`config.mk`:
```
export PLATFORM = sky130hd
export DESIGN_NAME = sorted_timer_queue_unit
export DESIGN_NICKNAME = d
export VERILOG_FILES = /design/src/stq_pkg.sv /design/src/stq_cell.sv /design/src/sorted_timer_queue_unit.sv
export SDC_FILE = /design/constraint.sdc
export NUM_CORES = 2
export LEC_CHECK = 0
export ABC_AREA = 1
export BUFFER_PORTS_ARGS = -buffer_cell sky130_fd_sc_hd__buf_2
export CAP_MARGIN = 20
export CORE_ASPECT_RATIO = 0.75
export CORE_MARGIN = 5
export CORE_UTILIZATION = 60
export CTS_CLUSTER_SIZE = 28
export DETAILED_ROUTE_END_ITERATION = 8
export HOLD_SLACK_MARGIN = 0.06
export PLACE_DENSITY = 0.77
export SYNTH_ARGS = -nofsm -noshare
export SYNTH_HDL_FRONTEND = slang
export SYNTH_SLANG_ARGS = --single-unit
```
`constraint.sdc`:
```
create_clock -name aclk -period 6.55 [get_ports aclk]
set_input_delay 1.31 -clock aclk [delete_from_list [all_inputs] [get_ports aclk]]
set_output_delay 1.31 -clock aclk [all_outputs]
set_load 0.05 [all_outputs]
```
`src/stq_pkg.sv`:
```
// stq_pkg: shared types and constants for the sorted timer queue
// no dependencies; imported by stq_cell and sorted_timer_queue_unit

package stq_pkg;

    // queue size and derived widths
    localparam int QUEUE_DEPTH = 16;
    localparam int CNT_W       = $clog2(QUEUE_DEPTH + 1);
    localparam int DEADLINE_W  = 32;
    localparam int TASK_W      = 8;
    localparam int STATUS_W    = 2;
    localparam int OCC_W       = 5;

    // action selector on the input side
    typedef enum logic [0:0] {
        ACT_INSERT = 1'b0,
        ACT_POP    = 1'b1
    } stq_action_t;

    // result status codes
    typedef enum logic [STATUS_W-1:0] {
        ST_INSERTED = 2'd0,
        ST_POPPED   = 2'd1,
        ST_EMPTY    = 2'd2,
        ST_FULL     = 2'd3
    } stq_status_t;

    // one stored timer
    typedef struct packed {
        logic [DEADLINE_W-1:0] deadline;
        logic [TASK_W-1:0]     task_id;
    } stq_entry_t;

    // per-cycle command broadcast to every cell
    typedef struct packed {
        logic ins;
        logic pop;
    } stq_ctrl_t;

endpackage

```
`src/stq_cell.sv`:
```
// stq_cell: one slot of the sorted timer queue chain
// depends on stq_pkg for the entry and command types

module stq_cell
    import stq_pkg::*;
(
    input  logic       aclk,
    input  stq_ctrl_t  ctrl,
    input  stq_entry_t new_entry,
    input  logic       occupied,
    input  logic       place_left,
    input  stq_entry_t left_entry,
    input  stq_entry_t right_entry,
    output logic       place,
    output stq_entry_t entry
);

    stq_entry_t entry_reg;
    stq_entry_t entry_next;

    // new item belongs at or before this slot: slot is free or holds a later deadline
    assign place = !occupied || (entry_reg.deadline > new_entry.deadline);
    assign entry = entry_reg;

    // insert shifts toward the tail, pop shifts toward the head
    always_comb begin
        entry_next = entry_reg;
        if (ctrl.ins && place) begin
            entry_next = place_left ? left_entry : new_entry;
        end else if (ctrl.pop) begin
            entry_next = right_entry;
        end
    end

    always_ff @(posedge aclk) begin
        entry_reg <= entry_next;
    end

endmodule

```
`src/sorted_timer_queue_unit.sv`:
```
// Sorted timer queue: keeps up to QUEUE_DEPTH timers ordered by deadline in a
// chain of slot cells. An insert item lands behind every entry with an equal or
// earlier deadline; a pop item removes the head and returns its task id. Every
// item gives exactly one result, registered in the cycle after the item is taken.
// One item is accepted per cycle: all cells compare against the new deadline in
// parallel and shift by one place in the same cycle, so the compare-and-shift
// step of the cell chain sets the rate. The input stalls only while a result
// waits on the output and is not taken in that cycle.
// depends on stq_pkg and stq_cell

module sorted_timer_queue_unit
    import stq_pkg::*;
(
    input  logic        aclk,
    input  logic        aresetn,
    input  logic        s_axis_tvalid,
    output logic        s_axis_tready,
    input  logic [39:0] s_axis_tdata,   // deadline_ms[31:0], task_id[39:32]
    input  logic [0:0]  s_axis_tuser,   // action[0]
    output logic        m_axis_tvalid,
    input  logic        m_axis_tready,
    output logic [15:0] m_axis_tdata,   // woken_task[7:0], occupancy[12:8], zero fill
    output logic [1:0]  m_axis_tuser    // status[1:0]
);

    logic                 accept;
    stq_action_t          action;
    stq_entry_t           new_entry;
    logic                 full;
    logic                 empty;
    stq_ctrl_t            ctrl;
    logic [CNT_W-1:0]     count_reg;
    logic [CNT_W-1:0]     count_next;
    logic                 out_valid_reg;
    logic                 out_valid_next;
    stq_status_t          status_reg;
    stq_status_t          status_next;
    logic [TASK_W-1:0]    woken_reg;
    logic [TASK_W-1:0]    woken_next;
    logic [OCC_W-1:0]     occ_reg;
    logic [OCC_W-1:0]     occ_next;
    logic [QUEUE_DEPTH-1:0] place;
    stq_entry_t           entries [QUEUE_DEPTH];

    // input unpacking and handshake
    assign s_axis_tready = !out_valid_reg || m_axis_tready;
    assign accept        = s_axis_tvalid && s_axis_tready;
    assign action        = stq_action_t'(s_axis_tuser[0]);
    assign new_entry     = {s_axis_tdata[31:0], s_axis_tdata[39:32]};

    assign full  = (count_reg == CNT_W'(QUEUE_DEPTH));
    assign empty = (count_reg == '0);

    // command to the cell chain
    always_comb begin
        ctrl.ins = accept && (action == ACT_INSERT) && !full;
        ctrl.pop = accept && (action == ACT_POP) && !empty;
    end

    // cell chain
    genvar gi;
    generate
        for (gi = 0; gi < QUEUE_DEPTH; gi++) begin : g_cell
            logic       occ_c;
            logic       pl_left;
            stq_entry_t left_e;
            stq_entry_t right_e;

            assign occ_c = (CNT_W'(gi) < count_reg);
            if (gi == 0) begin : g_head
                assign pl_left = 1'b0;
                assign left_e  = new_entry;
            end else begin : g_mid
                assign pl_left = place[gi-1];
                assign left_e  = entries[gi-1];
            end
            if (gi == QUEUE_DEPTH - 1) begin : g_tail
                assign right_e = entries[gi];
            end else begin : g_inner
                assign right_e = entries[gi+1];
            end

            stq_cell u_cell (
                .aclk        (aclk),
                .ctrl        (ctrl),
                .new_entry   (new_entry),
                .occupied    (occ_c),
                .place_left  (pl_left),
                .left_entry  (left_e),
                .right_entry (right_e),
                .place       (place[gi]),
                .entry       (entries[gi])
            );
        end
    endgenerate

    // count and result formation
    always_comb begin
        count_next     = count_reg;
        out_valid_next = out_valid_reg;
        status_next    = status_reg;
        woken_next     = woken_reg;
        occ_next       = occ_reg;
        if (m_axis_tready) begin
            out_valid_next = 1'b0;
        end
        if (accept) begin
            out_valid_next = 1'b1;
            woken_next     = '0;
            if (ctrl.ins) begin
                count_next  = count_reg + 1'b1;
                status_next = ST_INSERTED;
            end else if (ctrl.pop) begin
                count_next  = count_reg - 1'b1;
                status_next = ST_POPPED;
                woken_next  = entries[0].task_id;
            end else if (action == ACT_POP) begin
                status_next = ST_EMPTY;
            end else begin
                status_next = ST_FULL;
            end
            occ_next = OCC_W'(count_next);
        end
    end

    // control registers
    always_ff @(posedge aclk) begin
        if (!aresetn) begin
            count_reg     <= '0;
            out_valid_reg <= 1'b0;
        end else begin
            count_reg     <= count_next;
            out_valid_reg <= out_valid_next;
        end
    end

    // result payload
    always_ff @(posedge aclk) begin
        status_reg <= status_next;
        woken_reg  <= woken_next;
        occ_reg    <= occ_next;
    end

    assign m_axis_tvalid = out_valid_reg;
    assign m_axis_tuser  = status_reg;
    assign m_axis_tdata  = {3'b000, occ_reg, woken_reg};

endmodule
```
==> results by group <==
Floorplanning
  • Die Span X: between 300 and 400 um
  • Number of placed I/O pins: 65
  • Die area: between 80000 and 90000 um^2
  • Std-Cell Rows: 89
  • Height of the chip: around 250 um
  • Core footprint: approximately 79000 um^2
  • Starting density of the core: 60.7%

Clock network
  • Total CTS buffers: 74
  • Cell chosen for the clock root: clkbuf_16
  • Clock latency of the later-clocked register in the worst-skew pair: around 0.66 ns
  • CTS sink cnt: roughly 660
  • Post-CTS setup buffers: 0
  • H-tree depth reported by CTS: 3
  • Post-cts hold buffer count: 0
  • Number of instances resized during post-cts repair: 0
  • Clock-pin slew on the worst setup and hold paths: ~0.060 ns
  • CTS tree: built
  • Clock Tree Buf Depth: 3

Synth
  • Combinational family with the most area after synthesis: simple AND/OR/NAND/NOR gates
  • Adder-cell area share of the yosys netlist: around 13%
  • Area share of and/or/nand/nor cells after synthesis: between 30% and 40%
  • Proportion of netlist area held by the largest area contributor: between 40 and 50%
  • Post-Synth XOR/XNOR Area: 0.0548%
  • Area contributors post-synth: edfxtp_1 41%, nand2_1 28%, ha_1 13%, nand3_1 6.2%, a21oi_1 2.3%
  • Fraction of the yosys area taken by sequential cells: between 40% and 50%
  • Multiplexer share of the synthesized area: 0%
  • Cell taking the most area after synthesis: edfxtp_1
  • Compound-gate portion of the synthesized area: around 4.4%
  • Yosys synthesis warning count: 0
  • Post-synthesis register bit count: approximately 660
  • Number of instances in the synthesized netlist: between 6000 and 7000
  • Number of library cell types mapped by synthesis: 35
  • Per-instance average area after synthesis: 7.39 um^2
  • Combined area of all synthesized cells: 47900 um^2

Place
  • Routability congestion estimate: roughly 0.96
  • I/O Buffers: 61
  • Number of cells in the design after placement: between 7000 and 8000
  • Placed wire-length estimate after detailed placement: between 100000 and 150000 um
  • Post-detailed-placement cell area: between 40000 and 50000 um^2

Global route
  • Number of global-route vias before repair: slightly above 40000
  • Global router's overall resource usage: approximately a third
  • Total gr overflow: 0
  • Antenna violations before repair: 4
  • Largest net degree at the start of global routing: 81
  • Global-route wire length before repair: around 230000 um

Final layout
  • Core occupancy in the finished layout: about 65%
  • Final non-filler cell area: 51300 um^2
  • Filler cells: roughly 6900
  • Final nets: 6952
  • Layout Cells excl Fill: 7497
  • Layout cells sized above 1: under 10%
  • Most used cells in the layout excluding fill and tap cells: 3503 x nand2_1, 655 x edfxtp_1, 595 x nand3_1, 515 x ha_1, 219 x a21oi_1
  • Commonest non-fill, non-tap cell in the layout: nand2_1
  • Post-synthesis to final-layout area growth: 7.17%
  • Flip-flop count of the largest register after layout: 640

STA
  • Headroom to the max-slew limit: between 20% and 30%
  • Fin crit share: around 70%
  • Final min period: about 4.7 ns
  • Skew final: 0.0221 ns
  • Accumulated negative setup slack: 0 ns
  • Achievable frequency: around 210 MHz
  • Final Max Slew Viols: 0
  • Final setup vio count: 0
  • RSZ-0062 raised after global routing: false
  • Worst-margin pin slew: ~1.1 ns
  • Worst hold-check slack: slightly above 0.5 ns
  • Final-report hold violation count: 0

Flow run
  • Number of violations of the max-capacitance limit: 0

Setup path
  • Worst stage delay on the critical path: 0.52 ns
  • WP buf/inv: 5
  • Required arrival time at the worst endpoint: 6.94 ns
  • Gate family responsible for the most delay along the worst path: buffers and inverters
  • Most common cell type on the critical path: nand2_1
  • Critical path start-end classification: in -> reg
  • Series of cell instances along the critical path: buf_2 > inv_1 > ha_1 > nand2_1 > nand2_1 > nand2_1 > nand2_1 > nand2_1 > nand3_1 > a21oi_1 > nand2_1 > nand2_1 > nand2_1 > buf_4 > nand2_1 > buf_4 > inv_2 > nand2_1 > nand2_1
  • Slowest cell on the critical path: inv_1
  • Critical path data arrival time: about 5.1 ns
  • Critical Path Fanout Max: slightly above 40
  • Element type at the critical path end: register
  • Worst setup SP type: input pin

Power
  • Reported leakage power: 25.8 nW
  • Peak supply drop: 0.194 mV
  • Power density over cell area: between 200 and 300 nW/um^2

Route
  • Wirelength per Cell: 20.1 um
  • Final routed DRC violation total: 0
  • Number of vias in the routed layout: between 40000 and 50000
  • Total length of routed wires: roughly 150000 um
  • Post-detailed-route via-to-cell ratio: 5.89
  • First-iteration detailed-routing DRC count: roughly 5300
  • Antenna Violating Nets Remaining: 0
  • Drt pass-1 iters: 7

Outcome
  • Status: finished, final reports clean

Min path
  • Min-delay worst type: reg -> reg
power breakdown:
group | switching [W] | leakage [nW] | internal (W)
registers | 0.000435 | 6.26 | 0.00543
logic | 0.00270 | 18.4 | 0.00117
clock network | 0.00182 | 1.12 | 0.00236
cell usage after synthesis (all sizes together):
cell	instances
nand2	3518
edfxtp	655
nand3	595
ha	515
a21oi	221
inv	216
nor2	184
buf	177
clkbuf	169
o21ai	128
nand4	35
o21a	21
a21o	19
nor3	7
dfxtp	6
nor4	3
xor2	3
a211oi	2
o211ai	2
o21bai	2
clkinv	1
conb	1
nor3b	1
o22ai	1
o31a	1
layer usage:
| metal | vias up | track usage (%) | share of wire, % |
|---|---|---|---|
| met1 | 20100 | 49.2 | 42 |
| li1 | 21100 | - | - |
| met3 | 333 | 9.85 | 14 |
| met5 | - | 0 | 0.0046 |
| met2 | 2622 | 51.5 | 41 |
| met4 | 2 | 10.7 | 3.2 |
worst paths after layout:
path,startpoint,to,slack (ns),cells after the start
worst max-delay path,s_axis_tdata[17],g_cell[6].u_cell.entry[21],1.85,19
worst min-delay path,m_axis_tvalid,m_axis_tvalid,0.52,2
worst max register to register,count_reg[4],g_cell[8].u_cell.entry[16],2.36,10
worst min register to register,m_axis_tvalid,m_axis_tvalid,0.52,2
cell families after synthesis:
family	Yosys count
compound gates	397
xor+xnor	3
fa+ha+maj	515
buf+inv	563
flops	661
other cells	1
simple gates	4343
per-stage QoR:
step | power [W] | worst slack (ns)
floorplan | 0.00846 | 1.29
global placement | 0.00955 | 1.39
detailed placement | 0.00967 | 1.31
CTS | 0.0138 | 1.99
global route | 0.0146 | 1.63
finish | 0.0139 | 1.85
layout make-up:
cell class                 count  area, um^2  area share [%]
inverter                     217         815            1.59
clock buffer                  90        1910            3.72
multi-input combinational   5261       25900            50.4
timing repair buffer         177        1230            2.40
antenna                        3        7.51          0.0146
sequential                   661       19800            38.5
clock inverter                42         397           0.772
tap                         1046        1310            2.55
worst min-delay path, delay by kind of cell (launching register included):
| family | cells | cell delay [ns] |
|---|---|---|
| AOI/OAI and AO/OA | 1 | 0.07 |
| and+or+nand+nor | 1 | 0.09 |
| DFF | 1 | 0.31 |
(Power assumes the default switching activity.)
